==> config.mk <==
export PLATFORM = sky130hd
export DESIGN_NAME = c2s_cordic_cell
export DESIGN_NICKNAME = d
export VERILOG_FILES = /design/src/hw/rtl/c2s_pkg.sv /design/src/hw/rtl/c2s_cordic_cell.sv
export SDC_FILE = /design/constraint.sdc
export NUM_CORES = 1
export LEC_CHECK = 0
export BUFFER_PORTS_ARGS = -buffer_cell sky130_fd_sc_hd__buf_2
export CAP_MARGIN = 20
export CORE_UTILIZATION = 56
export CTS_CLUSTER_SIZE = 20
export DETAILED_ROUTE_END_ITERATION = 8
export PLACE_DENSITY = 0.82
export SETUP_SLACK_MARGIN = 0.1
export SYNTH_ARGS = -nofsm -noshare
export SYNTH_HDL_FRONTEND = slang
export SYNTH_SLANG_ARGS = --single-unit
==> constraint.sdc <==
create_clock -name clk -period 3.6 [get_ports clk]
set_input_delay 0.72 -clock clk [delete_from_list [all_inputs] [get_ports clk]]
set_output_delay 0.72 -clock clk [all_outputs]
set_load 0.01 [all_outputs]
==> src/hw/rtl/c2s_pkg.sv <==
// c2s_pkg: shared types and constants for the Cartesian to spherical converter.
// CORDIC angle table, datapath widths and the per-point flag bundle.
`timescale 1ns / 1ps
package c2s_pkg;

  localparam int CORDIC_STAGES = 30;
  localparam int H_ROOT_W      = 32;
  localparam int CORDIC_W      = 36;
  localparam int ACC_W         = 33;
  localparam int ANGLE_W       = 17;
  localparam int ELEV_W        = 16;

  localparam logic signed [ANGLE_W-1:0] QUARTER_TURN = 17'sd16384;
  localparam logic signed [ANGLE_W-1:0] QUARTER_M1   = 17'sd16383;
  localparam logic signed [ANGLE_W:0]   HALF_TURN    = 18'sd32768;
  localparam logic signed [ACC_W-1:0]   ROUND_HALF   = 33'sd32768;

  // atan(2^-i), 2^32 units per turn
  localparam logic signed [ACC_W-1:0] ATAN_TAB [0:CORDIC_STAGES-1] = '{
    33'sd536870912, 33'sd316933406, 33'sd167458907, 33'sd85004756, 33'sd42667331,
    33'sd21354465,  33'sd10679838,  33'sd5340245,   33'sd2670163,  33'sd1335087,
    33'sd667544,    33'sd333772,    33'sd166886,    33'sd83443,    33'sd41722,
    33'sd20861,     33'sd10430,     33'sd5215,      33'sd2608,     33'sd1304,
    33'sd652,       33'sd326,       33'sd163,       33'sd81,       33'sd41,
    33'sd20,        33'sd10,        33'sd5,         33'sd3,        33'sd1
  };

  typedef struct packed {
    logic signed [CORDIC_W-1:0] a;
    logic signed [CORDIC_W-1:0] b;
    logic signed [ACC_W-1:0]    acc;
  } cordic_t;

  typedef struct packed {
    logic x_zero;
    logic x_neg;
    logic z_zero;
    logic z_neg;
    logic h_zero;
    logic y_zero;
    logic y_neg;
  } flags_t;

endpackage

==> src/hw/rtl/c2s_cordic_cell.sv <==
// c2s_cordic_cell: one registered CORDIC vectoring micro-rotation.
// Uses c2s_pkg for the state struct and the angle table.
`timescale 1ns / 1ps
module c2s_cordic_cell #(
  parameter int IDX = 0
) (
  input  logic             clk,
  input  logic             en,
  input  c2s_pkg::cordic_t st_i,
  output c2s_pkg::cordic_t st_o
);

  c2s_pkg::cordic_t st_nxt, st_r;

  always_comb begin
    if (st_i.b >= 0) begin
      st_nxt.a   = st_i.a + (st_i.b >>> IDX);
      st_nxt.b   = st_i.b - (st_i.a >>> IDX);
      st_nxt.acc = st_i.acc + c2s_pkg::ATAN_TAB[IDX];
    end else begin
      st_nxt.a   = st_i.a - (st_i.b >>> IDX);
      st_nxt.b   = st_i.b + (st_i.a >>> IDX);
      st_nxt.acc = st_i.acc - c2s_pkg::ATAN_TAB[IDX];
    end
  end

  always_ff @(posedge clk) begin
    if (en) begin
      st_r <= st_nxt;
    end
  end

  assign st_o = st_r;

endmodule

**Word-level counts from Yosys, hierarchy flattened**

Cells that the tools add are included.
Widths: inputs -> output; s select.

- Register bits after elaboration: 105
- Output and inout bits: 105
- Logic and storage cells: 10

- Add/sub/neg operators: 5
- Order comparisons: 1
- Muxes and demuxes: 1

Operators with widths:

| kind | number |
|---|---|
| $mux 105 | 1 |
| $sub 36x36->36 | 2 |
| $add 36x36->36 | 1 |
| $ge 36x1->1 const B | 1 |
| $add 33x31->33 const B | 1 |
| $sub 33x31->33 const B | 1 |

**Longest topological paths before layout**

- Word-level depth: 2
- Gate-level depth with buffers: 13
- Depth with buffers taken out: 12

**Worst setup path before layout**

No wires, ideal clock.

- Path type: in2reg
- Start point: input port st_i[37] in the netlist's numbering
- End point: register st_r (netlist bit st_o[101]) (data pin)
- Arrival: 2.864 ns
- Data required time: 3.330 ns
- Slack: 0.466 ns
- Cell stages on the path: 12
- Path buffers: 1
- Cell sequence: inv_1 ha_1 buf_4 and2_1 a21boi_1 a32oi_1 a211oi_2 o31ai_1 or3b_2 nand3_1 o21ai_1 xor2_1

RTL lines:

| item | line | RTL |
|---|---|---|
| start, declared | c2s_cordic_cell.sv:9 | `input c2s_pkg::cordic_t st_i,` |
| end signal, assigned | c2s_cordic_cell.sv:29 | `st_r <= st_nxt;` |
| end, declared | c2s_cordic_cell.sv:13 | `c2s_pkg::cordic_t st_nxt, st_r;` |

==> results_dict.tcl <==
set metrics [dict create \
    die_y_um 132.6 \
    cts_tree "built" \
    nets 1598 \
    area.growth.synth_to_final_pct 24.17 \
    cp.required_ns 3.72 \
    fin_crit_ns 3.293 \
    netlist.area_leader.share_pct 32.70 \
    yosysUniqueCellTypes 81 \
    cp_slowest_cell "a2111oi_0" \
    place_area_mm2 0.01156 \
    synth_area_leader_cell "edfxtp_1" \
    die_x_um 132.6 \
    cts.root.buffer_cell "clkbuf_16" \
    gp_congestion 1.037 \
    max_slew.worst_pin.slew_ns 0.8674 \
    worstSetupStartpointType "primary input" \
    crit_family "compound AO/OA/AOI/OAI gates" \
    syn_area_mm2 0.009550 \
    max_slew_margin_pct 42.17 \
    drc 0 \
    synth_top_cells_by_area "edfxtp_1 (33%), ha_1 (14%), a21oi_1 (6.7%)" \
    antenna_found_initial 0 \
    core-area_mm2 0.01664 \
    viasPerCell 5.922 \
    grt_usage_pct 34.22 \
    drive_gt1_share_pct 26.50 \
    synth_edf_count 104 \
    cp_cell_sequence "buf_2 -> inv_1 -> ha_1 -> buf_4 -> a2111o_1 -> o31ai_2 -> o21ai_1 -> and2_1 -> a2111oi_0 -> a21oi_1 -> xor2_1" \
    rows 47 \
    cts_max_path_buffers 2 \
    drtIter0Drc 847 \
    cp.buffers_inverters 3 \
    grt.overflow.total 0 \
    hold_viol_final 0 \
    max_freq_ghz 0.3037 \
    ios 212 \
    drtAntennaViolNets 0 \
    dieArea_mm2 0.01758 \
    crit_cells 11 \
    synth_nets 1309 \
    wl_mm 29.96 \
    cap_violations 0 \
    routedWlPerCell_um 18.67 \
    yosysSeqAreaShare_pct 32.70 \
    vdd_drop_max_v 0.0002944 \
    ys_ff_latch 104 \
    dp_hpwl_mm 23.99 \
    largest_reg_flops 104 \
    post-route-period-util_pct 91.48 \
    synthCells 1091 \
    postSynth.asyncResetShare_pct 0 \
    num_vias 9505 \
    cellPowerDensity_mw_per_mm2 367.9 \
    worstPathArrival_ns 3.41 \
    rsz0062_at_grt "no" \
    grt_pass1_wl_mm 47.38 \
    io_buffers 211 \
    hp-class "primary input to flip-flop" \
    slew_viol_final 0 \
    grt_pass1_vias 9277 \
    p_leak_nw 5.505 \
    clk_pin_slew_ns 0.09 \
    synth_ff_type "edfxtp_1" \
    fin_area_mm2 0.01186 \
    status "complete, no violations" \
    cpPeakStageDelay_ns 0.48 \
    n_antenna_cell 0 \
    hold_depth 1 \
    htreeDepth 3 \
    synth_area_per_cell_um2 8.754 \
    critPathKind "primary input to flip-flop" \
    cts_inserted_buffers 9 \
    finalSetupViolations 0 \
    grt_max_degree 83 \
    final_cells 1605 \
    post-place-cells 1589 \
    drt_pass1_iterations 6 \
    ys_warn_count 0 \
    cts_sinks 104 \
    endpoint_kind "flip-flop" \
    path_max_fanout 5 \
    start_util_pct 57.39 \
    post_cts_buffers 0 \
    total_power_w 0.004362 \
]
[where the power goes]
part           switching [W]  total (W)  leakage [nW]  internal, W
clock               0.000512    0.00101         0.146     0.000493
combinational        0.00102    0.00175          4.34     0.000731
sequential         0.0000457    0.00161          1.02      0.00156
total                0.00158    0.00436          5.51      0.00279
[layer usage]
layer / part of all wire [%] / track usage (%) / vias up / wire (um)
li1: - / - / 4488 / -
met1: 42 / 44.87 / 4449 / 12680
met2: 47 / 56.29 / 491 / 14020
met3: 7.6 / 4.981 / 77 / 2265
met4: 3.3 / 14.81 / 0 / 992
met5: 0 / 0 / - / 0
[cell families after synthesis]
group,Yosys count,share of synthesized area [%]
buf+inv,165,6.760
simple gates,256,12.89
compound gates,369,24.71
mux,15,1.572
fa+ha+maj,111,14.86
xor+xnor,71,6.511
flops,104,32.70
[metrics by stage]
| stage | worst slack, ns | TNS (ns) | utilization [%] | hold WS (ns) |
|---|---|---|---|---|
| finish | 0.3068 | 0 | 71.26 | 0.5313 |
| global route | 0.1586 | 0 | 71.26 | 0.5221 |
| CTS | 0.3307 | 0 | 71.26 | 0.5255 |
| detailed placement | -0.02169 | -0.02169 | 69.49 | 0.8981 |
| global placement | 0.01502 | 0 | 69.49 | 0.8968 |
| floorplan | 0.4664 | 0 | - | 0.8189 |
[cells in the mapped netlist (4+ instances only)]
master	n
nand3_1	15
a2111oi_0	4
and2_1	7
nor2b_1	15
inv_1	109
edfxtp_1	104
a31oi_1	12
or3_1	6
buf_1	12
o21bai_1	23
nand4_1	9
buf_2	9
ha_1	107
fa_1	4
a211oi_1	6
xnor2_1	64
nor2_1	86
and3_1	9
o221ai_1	4
a211o_1	5
o21a_1	6
nand2b_1	7
xor2_1	7
o22ai_1	4
mux2i_1	15
nand2_1	65
clkbuf_1	27
nor4_1	8
o211ai_1	10
o31ai_1	11
o21ai_0	78
a21oi_1	128
a21o_1	23
nor3_1	14
o21ai_1	4
[timing repair]
action                     CTS  global route
resized for setup            0             1
hold buffers                 0             0
setup endpoints to repair    0             1
[path summary, 6_finish.rpt]
check / start / to
worst min-delay path: st_i[17] / st_o[17]$_DFFE_PP_
worst max-delay path: st_i[39] / st_o[56]$_DFFE_PP_
[layout make-up]
class                   count  area [um2]
flip-flops and latches    104        3123
multi-input cells         822        5782
fillers                  1348        4783
clock inverters             7       68.82
repair buffers            329        1957
inverters                 114       427.9
clock buffers               9       225.2
well taps                 220       275.3
[cell usage in the layout, fill, tap and decap left out, drive strengths merged, types with 4 or more instances in the layout]
cell type,n
a211o,5
o31ai,13
a2111oi,4
o22ai,4
nand3,15
o21a,6
o21ai,84
a221oi,4
and2,7
nor2,86
a21boi,5
or3,7
fa,4
clkbuf,9
nor3,14
o221ai,4
nor2b,15
mux2i,15
nand2,65
inv,117
and3,9
edfxtp,104
a21o,23
xor2,7
o211ai,10
nand4,9
xnor2,64
nor4,9
a31oi,12
clkinv,4
o21bai,23
ha,107
nand2b,8
a211oi,7
buf,329
a21oi,129
No activity file was read; power rests on OpenSTA's default activity.
