### config.mk
export PLATFORM = sky130hd
export DESIGN_NAME = c2s_delay
export DESIGN_NICKNAME = d
export VERILOG_FILES = /design/src/hw/rtl/c2s_delay.sv
export SDC_FILE = /design/constraint.sdc
export NUM_CORES = 1
export LEC_CHECK = 0
export BUFFER_PORTS_ARGS = -buffer_cell sky130_fd_sc_hd__buf_2
export CORE_AREA = 2 2 56 58
export CTS_CLUSTER_SIZE = 8
export DETAILED_ROUTE_END_ITERATION = 8
export DIE_AREA = 0 0 58 60
export HOLD_SLACK_MARGIN = 0.1
export PLACE_DENSITY_LB_ADDON = 0.25
export SLEW_MARGIN = 10
export SYNTH_ARGS = -nofsm -noshare
export SYNTH_HDL_FRONTEND = slang
export SYNTH_SLANG_ARGS = --single-unit
### constraint.sdc
create_clock -name clk -period 1.82 [get_ports clk]
set_clock_uncertainty 0.2 [all_clocks]
set_input_delay 0.364 -clock clk [delete_from_list [all_inputs] [get_ports clk]]
set_output_delay 0.364 -clock clk [all_outputs]
set_load 0.05 [all_outputs]
### src/hw/rtl/c2s_delay.sv
// c2s_delay: plain shift register that keeps sideband data in step with the cells.
// No package use.
`timescale 1ns / 1ps
module c2s_delay #(
  parameter int WIDTH = 8,
  parameter int DEPTH = 4
) (
  input  logic             clk,
  input  logic             en,
  input  logic [WIDTH-1:0] d_i,
  output logic [WIDTH-1:0] d_o
);

  logic [WIDTH-1:0] sr_r [0:DEPTH-1];

  always_ff @(posedge clk) begin
    if (en) begin
      sr_r[0] <= d_i;
      for (int k = 1; k < DEPTH; k++) begin
        sr_r[k] <= sr_r[k-1];
      end
    end
  end

  assign d_o = sr_r[DEPTH-1];

endmodule

# ---- Yosys cells after proc, flatten, opt, wreduce, memory -nomap -nowiden
# Memories as Yosys holds them, arrays and structs flattened.
# Cells that the tools add are included.
# W data, S select, Z words.
dict set report op_classes {
  muxes 2
}
# operator count
set ops {}
lappend ops {{$mux W1} 2}
dict set report totals {
  out_inout_bits 8
  reg_bits 0
  mem_count 1
  word_cells 3
  mem_bits_rw 32
}
# name depth width rd rd_clocked_by_memory_dff wr line_no
set mem_list {}
lappend mem_list {sr_r 4 8 4 0 4 14} ;# logic [WIDTH-1:0] sr_r [0:DEPTH-1];

# ---- Longest topological paths before layout
# Gate-level depths: netlist (run 1).
dict set report depth {
  ltp_word 2
  ltp_mapped 0
  mapped_depth_nobuf 0
}

# ---- Worst setup path after synthesis (run 1)
# Ideal clock, no wire load.
dict set report synth_timing {
  kind {reg-to-output}
  start {memory sr_r[3][0]}
  end {output port d_o[0]}
  stages_incl_launch_ff 1
  arrival_ns 0.601
  slack_ns 0.655
  cell_sequence {edfxtp_1}
}
# item line_no
set synth_lines {}
lappend synth_lines {{from (decl)} 14}
lappend synth_lines {{to (decl)} 11} ;# output logic [WIDTH-1:0] d_o

==> metrics.txt, run 1 <==
most numerous cell in the Yosys netlist edfxtp_1; CP Buf/Inv Count 1; CTS root buf clkbuf_4; Final Cell Area approximately 1200 sq um; post-synthesis sequential area ratio between 90% and 100%; Clock Latency Late Sink 0.31 ns; reg2reg path depth 0; largest registers sr_r (32); CTS tree yes; Rows 20; area grow syn2layout 27.47%; largest net degree at the start of global routing 33; mux share of post-synthesis cell area 0%; number of global-route vias before repair 379; Layout Nets 75; cell area after synthesis between 900 and 1000 sq um; Avg WL per Cell roughly 11 um; Core Region a little under 3000 sq um; clock sink count 32; initial antenna violation count 0; max-slew violations 0; worst endpoint required time about 1.3 ns; Setup crit start kind flop; cell count after synthesis 32; GRT Total Usage roughly 7%; worst IR drop on VDD around 0.00055 V; # setup viols final 0; final hold vios 0; Max-cap violations 0; Setup Buffers After CTS 0; CP Depth 1; Setup CP Type flop to primary output; largest area contributor in the netlist edfxtp_1; remaining antenna violation count 0; ant diodes 0; max reg flops 32; cell area after placement approximately 1100 sq um; first-pass GRT wire length ~1600 um; setup ws final about 0.36 ns; Compound-Gate Fraction of Synth Area 0%; fin crit share about four fifths; RSZ-0062 raised after global routing no; Min Hold Slack between 0.2 and 0.25 ns; deepest clock path buffer count 2; most frequent cells after synthesis 32 x edfxtp_1; Synth top area share between 90% and 100%; CP endpoint kind primary output; post-CTS resize count 0; Synth Area in XOR/XNOR 0%; DR iter-0 viols 4; DR pass1 iterations 2; IO Pins 18; Largest Register sr_r; setup TNS 0 ns; Die Y ~60 um; PwrDens approximately 1000 nW/um^2; Hold WC Path Type flop to flop; status finished clean; CP Cell Sequence buf_2; Synth area leaders edfxtp_1 100%; Seq cells post-synth 32; family with the most delay on the worst path flip-flops; GP Congestion 0.5822; Vias 380; H-Tree Depth 2; leakage ~0.45 nW; crit path DAT roughly 0.9 ns; CTS buffer count 5; die area 3480 sq um; I/O Buffers 17; clock transition at the registers of the reported paths approximately 0.08 ns; CP max FO 1; total grt overflow 0; via-per-instance ratio 3.958; drt total wl 1008 um; synth unique cells 1; critical path's largest stage delay between 0.3 and 0.4 ns; Initial Util 33.10%; synthesized area per cell between 30 and 40 sq um; EDFF count, synth 32; area of the multi-input gates 0 sq um; Least-Margin Pin Slew between 0.2 and 0.25 ns; crit path time final between 1 and 1.5 ns; fraction of layout cells with a size suffix above 1 a little over a third; async set-reset flop share out of synthesis 0%; worst rel slew slack between 80 and 90%; YS warnings 0; DP Worst Slack approximately 0.63 ns; number of cells on the worst hold path 0; DRC viols 0; count of multi-input gates 0; Syn Nets 42; simple-gate share of the synthesized area 0%; Post-Synth Adder-Cell Area 0%; fillers between 200 and 300; maximum clock rate between 0.6 and 0.7 GHz; die width roughly 58 um; slowest stage cell, crit path edfxtp_1; Top FF cell, synth edfxtp_1
-- per-layer routing --
| layer | track usage [%] | wire [um] | up-vias |
|---|---|---|---|
| li1 | - | - | 192 |
| met1 | 6.590 | 380 | 166 |
| met2 | 9.578 | 515 | 17 |
| met3 | 5.844 | 87 | 5 |
| met4 | 5.980 | 23 | 0 |
| met5 | 0 | 0 | - |
-- layout make-up --
type,instances,area [sq um],area share (%)
well taps,33,41.29,3.371
clock buffers,5,37.54,3.064
repair buffers,26,185.2,15.12
flip-flops and latches,32,960.9,78.45
-- cell usage in the layout (no fill, tap or decap) --
cell	instances
buf_2	17
dlygate4sd3_1	8
clkbuf_4	5
buf_12	1
edfxtp_1	32
-- where the power goes --
| part | switching (mW) | internal [mW] | total (mW) |
|---|---|---|---|
| Clock | 0.191 | 0.129 | 0.320 |
| Sequential | 0.00993 | 0.867 | 0.877 |
| Combinational | 0.0554 | 0.0288 | 0.0841 |
| Total | 0.257 | 1.02 | 1.28 |
-- cells by family (layout without fill, tap and decap cells) --
| logic type | Yosys count | count (layout) |
|---|---|---|
| flip-flops | 32 | 32 |
| buffers and inverters | 0 | 31 |
-- timing repair --
item                       CTS  global route
hold buffers                 8             0
setup endpoints to repair    0             0
hold endpoints to repair     8             0
-- worst paths after layout --
check	from	to	slack (ns)
hold reg to reg	sr_r[1][2]$_DFFE_PP_	sr_r[2][2]$_DFFE_PP_	0.22
setup / recovery	sr_r[3][5]$_DFFE_PP_	d_o[5]	0.36
hold / removal	sr_r[1][2]$_DFFE_PP_	sr_r[2][2]$_DFFE_PP_	0.22
setup reg to reg	sr_r[1][1]$_DFFE_PP_	sr_r[2][1]$_DFFE_PP_	0.99
-- stage by stage --
step | total power, mW | util [%] | instances
after floorplan | 0.9286 | - | 32
after global placement | 0.9629 | 38.15 | 83
after detailed placement | 0.9666 | 38.15 | 83
after CTS | 1.300 | 42.20 | 96
after global routing | 1.339 | 42.20 | 96
final | 1.281 | 42.20 | 96
Note: power is estimated with default switching activity, not from simulation.
==> run 2: changes to the inputs <==
--- a/config.mk
+++ b/config.mk
@@ -5,6 +5,7 @@
 export SDC_FILE = /design/constraint.sdc
 export NUM_CORES = 1
 export LEC_CHECK = 0
+export ABC_AREA = 1
 export BUFFER_PORTS_ARGS = -buffer_cell sky130_fd_sc_hd__buf_2
 export CORE_AREA = 2 2 56 58
 export CTS_CLUSTER_SIZE = 8
==> constraint.sdc (replaced) <==
create_clock -name clk -period 1.4 [get_ports clk]
set_clock_uncertainty 0.2 [all_clocks]
set_input_delay 0.28 -clock clk [delete_from_list [all_inputs] [get_ports clk]]
set_output_delay 0.28 -clock clk [all_outputs]
set_load 0.05 [all_outputs]
==> run 2 against run 1 <==
  * Sequential cell count is the same
  * Design area grew 2.0%
  * Core utilization grew 0.86 points
  * Cell count is the same
  * Power grew 31%
  * Via count grew 0.53%
  * First-iteration DRC count is the same
  * Critical path type unchanged
  * Clock power grew 30%
  * Sequential share of layout area shrank 1.6 points
==> metrics.txt, run 2 (synthesized netlist as in run 1, its figures left out) <==
status finished clean; Seq. cell area 960.9 sq um; R2R Path Start sr_r[1][1]$_DFFE_PP_; CP Buf/Inv Count 1; Core Region 2903 sq um; initial antenna violation count 0; family with the most delay on the worst path flip-flops; most frequent cells in the layout 32 x edfxtp_1, 10 x buf_2, 8 x dlygate4sd3_1, 5 x clkbuf_4, 5 x buf_4; max reg flops 32; DR iter-0 viols 4; GP Congestion roughly 0.58; largest registers sr_r (32); slowest stage cell, crit path edfxtp_1; Least-Margin Pin Slew about 0.25 ns; GRT Total Usage around 7.0%; via-per-instance ratio 3.979; Initial Util between 30% and 40%; clock transition at the registers of the reported paths roughly 0.08 ns; CP Cell Sequence buf_4; I/O Buffers 17; Die Y about 60 um; DRC viols 0; R2R Setup Slk around 0.57 ns; Hold WC Path Type input pin to flop; ant diodes 0; Hold Path Origin en; worst endpoint required time between 0.9 and 1 ns; area of the multi-input gates 0 sq um; fin crit share a little over nine tenths; crit path time final around 1.4 ns; final hold vios 0; most common cell after layout, fill and taps aside edfxtp_1; count of multi-input gates 0; Max-cap violations 0; Avg WL per Cell around 11 um; H-Tree Depth 2; CTS buffer count 5; die area between 3000 and 4000 sq um; PwrDens around 1300 nW/um^2; Final Cell Area between 1000 and 1500 sq um; fillers between 200 and 300; number of global-route vias before repair about 380; die width 58 um; Clock Latency Late Sink 0.31 ns; worst IR drop on VDD about 0.0007 V; maximum clock rate ~0.74 GHz; end of the worst hold path sr_r[3][2]$_DFFE_PP_; remaining antenna violation count 0; Rows 20; leakage ~0.45 nW; clock sink count 32; drt total wl 1009 um; reg2reg path depth 0; setup TNS 0 ns; Setup crit start kind flop; worst rel slew slack 83.64%; RSZ-0062 raised after global routing yes; CP max FO 1; largest net degree at the start of global routing 33; reg-to-reg critical path endpoint sr_r[2][1]$_DFFE_PP_; number of cells on the worst hold path 2; critical path's largest stage delay around 0.37 ns; CP endpoint kind primary output; CTS root buf clkbuf_4; total grt overflow 0; # setup viols final 0; deepest clock path buffer count 2; IO Pins 18; area grow syn2layout 30.08%; first-pass GRT wire length roughly 1600 um; CTS tree yes; fraction of layout cells with a size suffix above 1 36.51%; max-slew violations 0; Setup CP Type flop to primary output; Layout Nets 75; crit path DAT 0.87 ns; Largest Register sr_r; Vias between 300 and 400; cell area after placement about 1100 sq um; DR pass1 iterations 2
## run 2: cell count changes in the layout (fill, tap and decap cells not counted)
cell	change
buf_2	-7
buf_4	+5
buf_6	+2
## run 2: report_power, final
part / internal, mW / leakage, nW / switching (mW)
clock network: 0.167 / 0.0230 / 0.249
registers: 1.13 / 0.313 / 0.0142
logic: 0.0459 / 0.118 / 0.0720
## run 2: worst max path at each step
stage | cells after the start | endpoint | from | slack (ns)
floorplan | 0 | d_o[0] | sr_r[3][0]$_DFFE_PP_ | 0.32
global placement | 2 | sr_r[0][4]$_DFFE_PP_ | en | 0.31
detailed placement | 2 | sr_r[0][6]$_DFFE_PP_ | en | 0.30
CTS | 1 | d_o[5] | sr_r[3][5]$_DFFE_PP_ | 0.00001
global route | 1 | d_o[5] | sr_r[3][5]$_DFFE_PP_ | -0.02
finish | 1 | d_o[6] | sr_r[3][6]$_DFFE_PP_ | 0.05
## run 2: final cells by class
class | instances | share of cell area, %
sequential | 32 | 76.88
tap | 33 | 3.303
timing repair buffer | 26 | 16.82
clock buffer | 5 | 3.003
## run 2: through the flow
| stage | util (%) | hold slack (ns) | cells | power, mW | setup WS [ns] |
|---|---|---|---|---|---|
| after floorplan | - | 0.1789 | 32 | 1.207 | 0.3194 |
| after global placement | 38.15 | 0.2005 | 83 | 1.252 | 0.3088 |
| after detailed placement | 38.15 | 0.2045 | 83 | 1.257 | 0.2986 |
| after CTS | 42.28 | 0.2079 | 96 | 1.691 | 0.000009992 |
| after global routing | 43.06 | 0.2123 | 96 | 1.751 | -0.01682 |
| final | 43.06 | 0.2140 | 96 | 1.675 | 0.04767 |
## run 2: layer usage
metal  GRT usage (%)  vias up  share of wire [%]
met5               0        -                  0
met4           5.980        0                2.3
met3           5.844        5                8.6
met2           9.578       17                 52
met1           6.590      168                 37
li1                -      192                  -
## run 2: repair_timing
item                                   4_1_cts  5_1_grt
setup buffers                                0        0
endpoints found under the hold margin        8        0
hold buffers                                 8        0
setup endpoints to repair                    1        7
gates cloned                                 0        0
gates resized for setup                      1       14
