`config.mk`:
```
export PLATFORM = sky130hd
export DESIGN_NAME = c2s_sqrt_cell
export DESIGN_NICKNAME = d
export VERILOG_FILES = /design/src/hw/rtl/c2s_sqrt_cell.sv
export SDC_FILE = /design/constraint.sdc
export NUM_CORES = 1
export LEC_CHECK = 0
export ABC_CLOCK_PERIOD_IN_PS = 4900
export BUFFER_PORTS_ARGS = -buffer_cell sky130_fd_sc_hd__buf_2
export CORE_ASPECT_RATIO = 1.2
export CORE_MARGIN = 5
export CORE_UTILIZATION = 42
export DETAILED_ROUTE_END_ITERATION = 16
export GPL_ROUTABILITY_DRIVEN = 0
export HOLD_SLACK_MARGIN = 0.1
export PLACE_DENSITY = 0.83
export SLEW_MARGIN = 40
export SYNTH_ARGS = -nofsm -noshare
export SYNTH_HDL_FRONTEND = slang
export SYNTH_SLANG_ARGS = --single-unit
export TNS_END_PERCENT = 1
```
`constraint.sdc`:
```
create_clock -name clk -period 4.9 [get_ports clk]
set_input_delay 0.735 -clock clk [delete_from_list [all_inputs] [get_ports clk]]
set_output_delay 0.735 -clock clk [all_outputs]
set_load 0.02 [all_outputs]
```
`src/hw/rtl/c2s_sqrt_cell.sv`:
```
// c2s_sqrt_cell: one registered digit step of a bit-by-bit integer square root.
// No package use.
`timescale 1ns / 1ps
module c2s_sqrt_cell #(
  parameter int W = 16
) (
  input  logic           clk,
  input  logic           en,
  input  logic [2*W-1:0] v_i,
  input  logic [W+2:0]   rem_i,
  input  logic [W-1:0]   root_i,
  output logic [2*W-1:0] v_o,
  output logic [W+2:0]   rem_o,
  output logic [W-1:0]   root_o
);

  localparam int RW = W + 3;

  logic [RW-1:0]  rem_sh;
  logic [RW:0]    diff;
  logic [2*W-1:0] v_nxt, v_r;
  logic [RW-1:0]  rem_nxt, rem_r;
  logic [W-1:0]   root_nxt, root_r;

  always_comb begin
    rem_sh = {rem_i[RW-3:0], v_i[2*W-1 -: 2]};
    diff   = {1'b0, rem_sh} - {1'b0, RW'({root_i, 2'b01})};
    v_nxt  = {v_i[2*W-3:0], 2'b00};
    if (!diff[RW]) begin
      rem_nxt  = diff[RW-1:0];
      root_nxt = {root_i[W-2:0], 1'b1};
    end else begin
      rem_nxt  = rem_sh;
      root_nxt = {root_i[W-2:0], 1'b0};
    end
  end

  always_ff @(posedge clk) begin
    if (en) begin
      v_r    <= v_nxt;
      rem_r  <= rem_nxt;
      root_r <= root_nxt;
    end
  end

  assign v_o    = v_r;
  assign rem_o  = rem_r;
  assign root_o = root_r;

endmodule

```
# == Yosys cells after proc, flatten, opt, wreduce, memory -nomap -nowiden ==
# Index checks and enable logic that the tools add are counted.
# word_totals
wordCells,6
output_inout_bits,67
in_bits,69
regBits,65
# classes
n_mux,2
add_sub_neg,1
# ops
cell,n
19-bit by 18-bit subtractor with 20-bit output,1
19-bit two-way mux,1
1-bit two-way mux,1

# == Logic depth before layout (Yosys ltp) ==
# Gate-level depths: netlist of the first run.
# logic_depth
word_depth,2
ltp_mapped,11
depth_no_buf,9

# == Least setup slack after synthesis of the first run ==
# OpenSTA, ideal clock, no wires.
# synth_path
kind,input to register
startpoint,in root_i[5]
endpoint,"reg rem_r[18], in the netlist rem_o[18] (data pin)"
path_buffers,0
setup_slack_ps,2267
cell_stages,7
setup_time_ps,260
t_arrival_ps,2373
path_cell_list,inv_1 > ha_1 > a2111o_1 > o21ai_4 > o21ai_1 > a221oi_2 > mux2_2
# synth_via
elab_chain_len,2
# synth_lines
item,line_no,text
start: declaration,11,"input logic [W-1:0] root_i,"
19-bit by 18-bit subtractor with 20-bit output,27,"diff = {1'b0, rem_sh} - {1'b0, RW'({root_i, 2'b01})};"
19-bit two-way mux,29,if (!diff[RW]) begin
via rem_nxt[18],22,"logic [RW-1:0] rem_nxt, rem_r;"
end signal: assignment,41,rem_r <= rem_nxt;
end: declaration,22,
# The timed path passes the listed nets, and every way through them passes these cells.
# A chain may end at the register's enable or synchronous reset.

# == Worst setup path after layout of the first run ==
# layout_path
startpoint,in root_i[4]
endpoint,"reg rem_r[4], in the netlist rem_o[4] (data pin)"
# The elaborated chain is that of the path after synthesis.

==> flow_metrics.py, run 1 <==
metrics = {
    "run_status": {
        "status": "complete, no violations",
    },
    "clock_tree": {
        "cts_tree": "built",
        "htree_levels": 3,
        "clk_pin_slew_ps": 70,
        "numCtsBuffers": 9,
        "clk_path_buf_depth": 2,
        "clock-sinks": 65,
        "ctsHoldBuffers": 0,
        "cts_root_buf": "clkbuf_8",
        "cts.repair.resized": 0,
        "post-cts-setup-buffer-count": 0,
    },
    "pwr": {
        "power-per-cell-area_mw_per_mm2": 354.1,
        "power.leakage_nw": 1.798,
        "vdd_drop_max_v": 0.0001586,
    },
    "timing": {
        "tightest_slew_ps": 588.1,
        "rsz0062_at_grt": "no",
        "timing.fmax_ghz": 0.3509,
        "hold_violations": 0,
        "period_share_pct": 58.16,
        "finalSetupViolations": 0,
        "slew_headroom_pct": 60.79,
        "maxSlewViolCount": 0,
        "worst_hold_slack_ps": 573.7,
        "period_needed_ps": 2850,
        "tns_ps": 0,
    },
    "grt": {
        "grt_max_degree": 66,
        "grt_util_all_layers_pct": 15.90,
        "overflow": 0,
        "antenna_found_initial": 0,
        "grt_pass1_wl_um": 12100,
        "grt_pass1_vias": 2486,
    },
    "setup_path": {
        "worst-path-max-fanout": 31,
        "worst-setup-path-type": "in2reg",
        "worst_setup_path_end_kind": "flop",
        "start_kind": "primary input",
        "crit_required_ps": 4970,
        "arrival_ps": 2920,
    },
    "floorplan": {
        "rows": 35,
        "die_h_um": 105.9,
        "fp.dieW_um": 89.94,
        "initial_utilization_pct": 42.51,
        "ios": 136,
        "design.core.area_mm2": 0.007576,
        "die-area_mm2": 0.009526,
    },
    "logic_synthesis": {
        "netlist_area_mm2": 0.003221,
        "synth_edf_count": 65,
        "synth_area_leaders": "edfxtp_1, ha_1, a21oi_1",
        "async_flop_share_pct": 0,
        "ys_seq_area_share_pct": 60.61,
        "synth_top_flop_cell": "edfxtp_1",
        "yosysMostFrequentCell": "edfxtp_1",
        "syn_area_per_cell_um2": 12.53,
        "netlist_instances": 257,
        "synth_commonest_cells": "edfxtp_1, a21oi_1, nor2_1",
        "ys_warn_count": 0,
        "ys_types": 46,
        "synth-seq-cells": 65,
        "synth.top_cell.area_share_pct": 60.61,
        "yosysTopAreaCell": "edfxtp_1",
    },
    "routing": {
        "vias": 2488,
        "first_iter_violations": 126,
        "wl_per_cell_um": 15.44,
        "drc": 0,
        "drt-pass1-iter-count": 4,
        "avgViaCountPerCell": 5.119,
        "ant_nets": 0,
        "wl_um": 7505,
    },
    "layout": {
        "fillers": 653,
        "antenna_cells": 0,
        "fin_nets": 476,
        "syn2layout_area_growth_pct": 27.47,
        "ff_latch_area_mm2": 0.001952,
        "final_area_mm2": 0.004105,
        "drive_above_1_share_pct": 39.09,
        "multiInputGateArea_mm2": 0.001119,
    },
    "flow_run": {
        "cap_viol_max_count": 0,
    },
    "min_path": {
        "hold_path_depth": 1,
        "min-delay-path-class": "in2reg",
        "holdPathEnd": "v_o[13]",
        "min_from": "v_i[11]",
    },
    "placed_design": {
        "port_buffers": 131,
        "hpwl_um": 5696,
        "place_area_mm2": 0.003925,
    },
}
routing by layer:
metal | vias up | track usage (%) | share of wire, %
met1 | 1163 | 18.89 | 40
li1 | 1213 | - | -
met5 | - | 0 | 0
met2 | 103 | 26.46 | 50
met4 | 0 | 5.213 | 1.2
met3 | 9 | 6.157 | 8.8
state kept, by name, summed over array words and instances (netlist names):
name,flops
v_o,30
rem_o,19
root_o,16
area by class of cell:
class	count	share of cell area, %
Sequential cell	65	47.55
Clock inverter	4	1.097
Clock buffer	11	3.200
Tap cell	92	2.804
Timing Repair Buffer	132	16.25
Inverter	20	1.859
Multi-Input combinational cell	162	27.25
where the power goes:
| part | switching (W) | internal, W |
|---|---|---|
| logic | 0.000214 | 0.000127 |
| registers | 0.0000123 | 0.000680 |
| clock network | 0.000191 | 0.000229 |
| total | 0.000417 | 0.00104 |
stage by stage:
stage	total power, W	instances	utilization [%]	setup WS (ps)
4_1_cts	0.001476	486	54.14	2050
6_report	0.001453	486	54.19	2050
3_3_place_gp	0.001036	471	51.81	1765
5_1_grt	0.001532	486	54.19	1877
2_1_floorplan	0.0009305	258	-	2267
3_5_place_dp	0.001048	471	51.81	1685
critical path: stages:
cell      delay [ps]
buf_2            100
inv_1             40
ha_1             340
a21oi_1          300
o211ai_1         170
nand2_1          200
o211a_4          250
clkinv_2         340
mux2_1           450
cells in the final DEF (no fill, tap or decap), types with 2 or more instances in the layout:
cell      count
ha_1         17
a21o_1        4
o21ai_1       2
o21ai_0      11
a31o_1        2
conb_1        2
nor3_1        4
clkbuf_1      2
clkinv_1      2
and4_1        2
a21oi_1      26
xor2_1        3
nand3_1       4
xnor2_1      10
o21a_1        2
nor2_1       26
nand2_1      13
buf_2       131
edfxtp_1     65
inv_1        19
clkbuf_8      9
nand4_1       2
nand2b_1      4
o41ai_2       2
a211oi_1      2
o211ai_1      4
worst max path at each step:
stage	endpoint	start	slack [ps]
6_report	rem_o[4]	root_i[4]	2050
5_1_grt	rem_o[4]	root_i[4]	1880
4_1_cts	rem_o[4]	root_i[4]	2050
3_5_place_dp	rem_o[4]	root_i[4]	1690
3_3_place_gp	rem_o[4]	root_i[6]	1770
2_1_floorplan	rem_o[18]	root_i[5]	2270
kinds of logic (layout without fill, tap and decap cells):
| family | count (synthesis) | after routing | share of synthesized area (%) |
|---|---|---|---|
| compound gates | 68 | 68 | 14.92 |
| flops | 65 | 65 | 60.61 |
| simple gates | 60 | 60 | 8.742 |
| buf+inv | 31 | 167 | 4.778 |
| fa+ha+maj | 17 | 17 | 6.604 |
| xor+xnor | 13 | 13 | 3.535 |
| mux | 2 | 2 | 0.6993 |
| other cells | 1 | 2 | 0.1164 |
(Power assumes the default switching activity.)
==> run 2: changes to the inputs <==
--- a/config.mk
+++ b/config.mk
@@ -5,7 +5,7 @@
 export SDC_FILE = /design/constraint.sdc
 export NUM_CORES = 1
 export LEC_CHECK = 0
-export ABC_CLOCK_PERIOD_IN_PS = 4900
+export ABC_CLOCK_PERIOD_IN_PS = 2340
 export BUFFER_PORTS_ARGS = -buffer_cell sky130_fd_sc_hd__buf_2
 export CORE_ASPECT_RATIO = 1.2
 export CORE_MARGIN = 5
@@ -13,7 +13,7 @@
 export DETAILED_ROUTE_END_ITERATION = 16
 export GPL_ROUTABILITY_DRIVEN = 0
 export HOLD_SLACK_MARGIN = 0.1
-export PLACE_DENSITY = 0.83
+export PLACE_DENSITY = 0.85
 export SLEW_MARGIN = 40
 export SYNTH_ARGS = -nofsm -noshare
 export SYNTH_HDL_FRONTEND = slang
==> constraint.sdc (replaced) <==
create_clock -name clk -period 2.34 [get_ports clk]
set_input_delay 0.351 -clock clk [delete_from_list [all_inputs] [get_ports clk]]
set_output_delay 0.351 -clock clk [all_outputs]
set_load 0.02 [all_outputs]
==> run 2 against run 1 <==
  * Global-route usage is 1.2 points higher
  * Final area increased by 5.8%
  * Clock power up 120%
  * Largest power group unchanged
==> flow_metrics.py, run 2 (synthesis results as in run 1) <==
metrics = {
    "run_status": {
        "status": "complete, no violations",
    },
    "timing": {
        "slew_headroom_pct": 62.91,
        "period_needed_ps": 2092,
        "tns_ps": 0,
        "tightest_slew_ps": 556.4,
        "period_share_pct": 89.39,
        "rsz0062_at_grt": "no",
        "hold_violations": 0,
        "worst_hold_slack_ps": 182.4,
        "timing.fmax_ghz": 0.4781,
        "maxSlewViolCount": 0,
        "finalSetupViolations": 0,
    },
    "clock_tree": {
        "ctsHoldBuffers": 0,
        "htree_levels": 3,
        "clock-sinks": 65,
        "cts.repair.resized": 0,
        "cts_tree": "built",
        "numCtsBuffers": 9,
        "post-cts-setup-buffer-count": 0,
        "cts_root_buf": "clkbuf_8",
        "clk_pin_slew_ps": 70,
        "clk_path_buf_depth": 2,
    },
    "setup_path": {
        "worst-path-max-fanout": 4,
        "worst_setup_path_end_kind": "flop",
        "crit_required_ps": 2430,
        "arrival_ps": 2180,
        "worst-setup-path-type": "in2reg",
        "start_kind": "primary input",
    },
    "pwr": {
        "p_int_w": 0.002233,
        "power.switching_w": 0.0009282,
        "power-per-cell-area_mw_per_mm2": 728.2,
        "clockPowerShare_pct": 28.9,
        "vdd_drop_max_v": 0.0003687,
        "p_comb_share_pct": 25.3,
        "seqPwrFrac_pct": 45.9,
        "power.leakage_nw": 1.943,
        "swShare_pct": 29.36,
    },
    "flow_run": {
        "cap_viol_max_count": 0,
    },
    "routing": {
        "drt-pass1-iter-count": 4,
        "ant_nets": 0,
        "wl_um": 8162,
        "vias": 2612,
        "avgViaCountPerCell": 5.062,
        "drc": 0,
        "first_iter_violations": 94,
        "wl_per_cell_um": 15.82,
    },
    "grt": {
        "grt_util_all_layers_pct": 17.06,
        "grt_max_degree": 46,
        "antenna_found_initial": 0,
        "overflow": 0,
        "grt_pass1_vias": 2675,
        "grt_pass1_wl_um": 13010,
    },
    "floorplan": {
        "die-area_mm2": 0.009526,
        "initial_utilization_pct": 42.51,
        "die_h_um": 105.9,
        "ios": 136,
        "fp.dieW_um": 89.94,
        "design.core.area_mm2": 0.007576,
        "rows": 35,
    },
    "layout": {
        "final_common_cell": "buf_2",
        "syn2layout_area_growth_pct": 34.81,
        "final_cell_mix": "buf_2, edfxtp_1, buf_4, a21oi_1, nor2_1",
        "antenna_cells": 0,
        "drive_above_1_share_pct": 43.87,
        "fin_nets": 505,
        "fillers": 659,
        "largest_register_ff_count": 30,
    },
    "placed_design": {
        "port_buffers": 131,
        "hpwl_um": 6253,
    },
    "min_path": {
        "min-delay-path-class": "in2reg",
    },
}
## run 2: final cells by class
| class | instances | area [um^2] | share of cell area (%) |
|---|---|---|---|
| repair buffers | 161 | 893.4 | 20.58 |
| multi-input cells | 162 | 1119 | 25.76 |
| inverters | 20 | 76.32 | 1.758 |
| clock inverters | 6 | 58.81 | 1.354 |
| flip-flops and latches | 65 | 1952 | 44.96 |
| clock buffers | 10 | 127.6 | 2.939 |
| well taps | 92 | 115.1 | 2.651 |
## run 2: path summary, 6_finish.rpt
kind	start	to	slack (ps)	depth (start not counted)
min	v_i[9]	v_o[11]	180	1
max	rem_i[0]	rem_o[18]	250	8
## run 2: metrics by stage
stage,setup slack (ps),power (W),area [um^2],util [%],std cells
after floorplan,91.28,0.001949,3224,-,258
after global placement,-56.31,0.002243,4155,54.85,500
after detailed placement,-96.18,0.002268,4155,54.85,500
after CTS,264.8,0.003191,4342,57.31,516
after global routing,111.0,0.003317,4342,57.31,516
final,248.2,0.003162,4342,57.31,516
## run 2: per-layer routing
layer | global-route usage [%] | vias up | wire (um) | part of all wire (%)
met3 | 6.228 | 14 | 706 | 8.6
met1 | 19.37 | 1200 | 3172 | 39
li1 | - | 1273 | - | -
met2 | 29.03 | 125 | 4111 | 50
met5 | 0 | - | 0 | 0
met4 | 6.915 | 0 | 172 | 2.1
## run 2: worst max-delay path, stage by stage
cell	delay, ps
buf_2	110
ha_1	340
nor2b_4	150
o31a_1	290
o21ai_4	210
o21ai_1	120
a221oi_2	260
mux2_2	360
## run 2: power by group through the flow
stage / clock (W) / sequential [W] / combinational, W
floorplan: 0 / 0.00164 / 0.000313
detailed placement: 0 / 0.00148 / 0.000792
CTS: 0.000939 / 0.00145 / 0.000800
finish: 0.000913 / 0.00145 / 0.000799
global route: 0.000989 / 0.00146 / 0.000864
global placement: 0 / 0.00147 / 0.000771
==> run 3: changes to the inputs <==
--- a/config.mk
+++ b/config.mk
@@ -6,14 +6,14 @@
 export NUM_CORES = 1
 export LEC_CHECK = 0
 export ABC_CLOCK_PERIOD_IN_PS = 2340
-export BUFFER_PORTS_ARGS = -buffer_cell sky130_fd_sc_hd__buf_2
 export CORE_ASPECT_RATIO = 1.2
 export CORE_MARGIN = 5
 export CORE_UTILIZATION = 42
 export DETAILED_ROUTE_END_ITERATION = 16
+export DONT_BUFFER_PORTS = 1
 export GPL_ROUTABILITY_DRIVEN = 0
 export HOLD_SLACK_MARGIN = 0.1
-export PLACE_DENSITY = 0.85
+export PLACE_DENSITY = 0.7
 export SLEW_MARGIN = 40
 export SYNTH_ARGS = -nofsm -noshare
 export SYNTH_HDL_FRONTEND = slang
==> run 3 against run 2 <==
  * Cell count is 18% lower
  * Wire length is 6.9% lower
  * Via count is 13% lower
  * Fmax is 3.9% higher
  * Hold slack worse by 57 ps
  * Critical endpoint unchanged
==> flow_metrics.py, run 3 (synthesis results as in run 1) <==
metrics = {
    "run_status": {
        "status": "complete, no violations",
    },
    "clock_tree": {
        "post-cts-setup-buffer-count": 0,
        "clk_pin_slew_ps": 80,
        "clk_path_buf_depth": 2,
        "ctsHoldBuffers": 47,
        "clock-sinks": 65,
        "numCtsBuffers": 9,
        "cts_root_buf": "clkbuf_8",
        "cts.repair.resized": 0,
        "htree_levels": 3,
        "cts_tree": "built",
    },
    "floorplan": {
        "die-area_mm2": 0.009526,
        "rows": 35,
        "ios": 136,
        "initial_utilization_pct": 42.51,
        "design.core.area_mm2": 0.007576,
        "die_h_um": 105.9,
        "fp.dieW_um": 89.94,
    },
    "timing": {
        "maxSlewViolCount": 0,
        "tns_ps": 0,
        "worst_hold_slack_ps": 125.9,
        "tightest_slew_ps": 622.6,
        "finalSetupViolations": 0,
        "hold_violations": 0,
        "slew_headroom_pct": 58.36,
        "period_needed_ps": 2013,
        "period_share_pct": 86.03,
        "timing.fmax_ghz": 0.4967,
        "rsz0062_at_grt": "no",
    },
    "routing": {
        "vias": 2271,
        "drc": 0,
        "wl_um": 7598,
        "drt-pass1-iter-count": 4,
        "wl_per_cell_um": 18.00,
        "avgViaCountPerCell": 5.382,
        "first_iter_violations": 109,
        "ant_nets": 0,
    },
    "layout": {
        "syn2layout_area_growth_pct": 28.17,
        "antenna_cells": 0,
        "fin_nets": 411,
        "final_common_cell": "edfxtp_1",
        "drive_above_1_share_pct": 13.64,
        "largest_register_ff_count": 30,
        "final_cell_mix": "edfxtp_1, dlygate4sd3_1, a21oi_1, nor2_1",
    },
    "setup_path": {
        "worst_setup_path_end_kind": "flop",
        "arrival_ps": 2120,
        "worst-path-max-fanout": 4,
        "worst-setup-path-type": "in2reg",
        "crit_required_ps": 2450,
        "start_kind": "primary input",
    },
    "min_path": {
        "min-delay-path-class": "in2reg",
    },
    "grt": {
        "grt_pass1_vias": 2207,
        "overflow": 0,
        "grt_pass1_wl_um": 11470,
        "grt_max_degree": 65,
        "grt_util_all_layers_pct": 15.36,
        "antenna_found_initial": 0,
    },
    "pwr": {
        "power.leakage_nw": 1.599,
        "power.total_w": 0.003275,
        "vdd_drop_max_v": 0.0004371,
        "power-per-cell-area_mw_per_mm2": 793.5,
    },
    "placed_design": {
        "hpwl_um": 5421,
        "port_buffers": 0,
    },
    "flow_run": {
        "cap_viol_max_count": 0,
    },
}
## run 3: changes by cell type in the layout (fill, tap and decap cells not counted), moves of 2 or more
| cell | delta |
|---|---|
| bufinv_16 | +2 |
| clkinv_2 | -2 |
| buf_4 | -10 |
| buf_2 | -131 |
| dlygate4sd3_1 | +48 |
## run 3: area by class of cell
class | count | area (um^2)
fill | 636 | 3448
sequential | 65 | 1952
multi-input combinational | 162 | 1119
timing repair buffer | 67 | 623.1
clock buffer | 10 | 127.6
clock inverter | 6 | 115.1
tap | 92 | 115.1
inverter | 20 | 76.32
## run 3: through the flow
step,instances,setup WS (ps),utilization [%],instance area (um^2)
finish,422,326.8,54.48,4128
global route,422,223.9,54.48,4128
CTS,421,343.0,54.35,4118
detailed placement,358,-39.08,44.94,3405
global placement,358,25.75,44.94,3405
floorplan,258,91.28,-,3224
## run 3: final timing paths
| path | from | cells after the start | end |
|---|---|---|---|
| max | root_i[0] | 8 | rem_o[18] |
| min | en | 0 | v_o[3] |
## run 3: layer usage
metal,part of all wire [%],vias to the layer above,wire (um),global-route usage (%)
met4,2.1,0,163,7.234
li1,-,1090,-,-
met5,0,-,0,0
met1,40,1052,3076,17.49
met2,47,115,3588,24.58
met3,10,14,770,6.936
## run 3: report_power, final
part / switching (W) / total, W / internal, W
Clock: 0.000447 / 0.00116 / 0.000713
Combinational: 0.000240 / 0.000483 / 0.000244
Sequential: 0.000196 / 0.00163 / 0.00144
Total: 0.000883 / 0.00328 / 0.00239
## run 3: worst max-delay path, cell delays in order
cell and delay, ps:
inv_1 20, ha_1 320, nor2b_4 150, o31a_1 290, o21ai_4 210, o21ai_1 130
a221oi_2 290, mux2_2 360
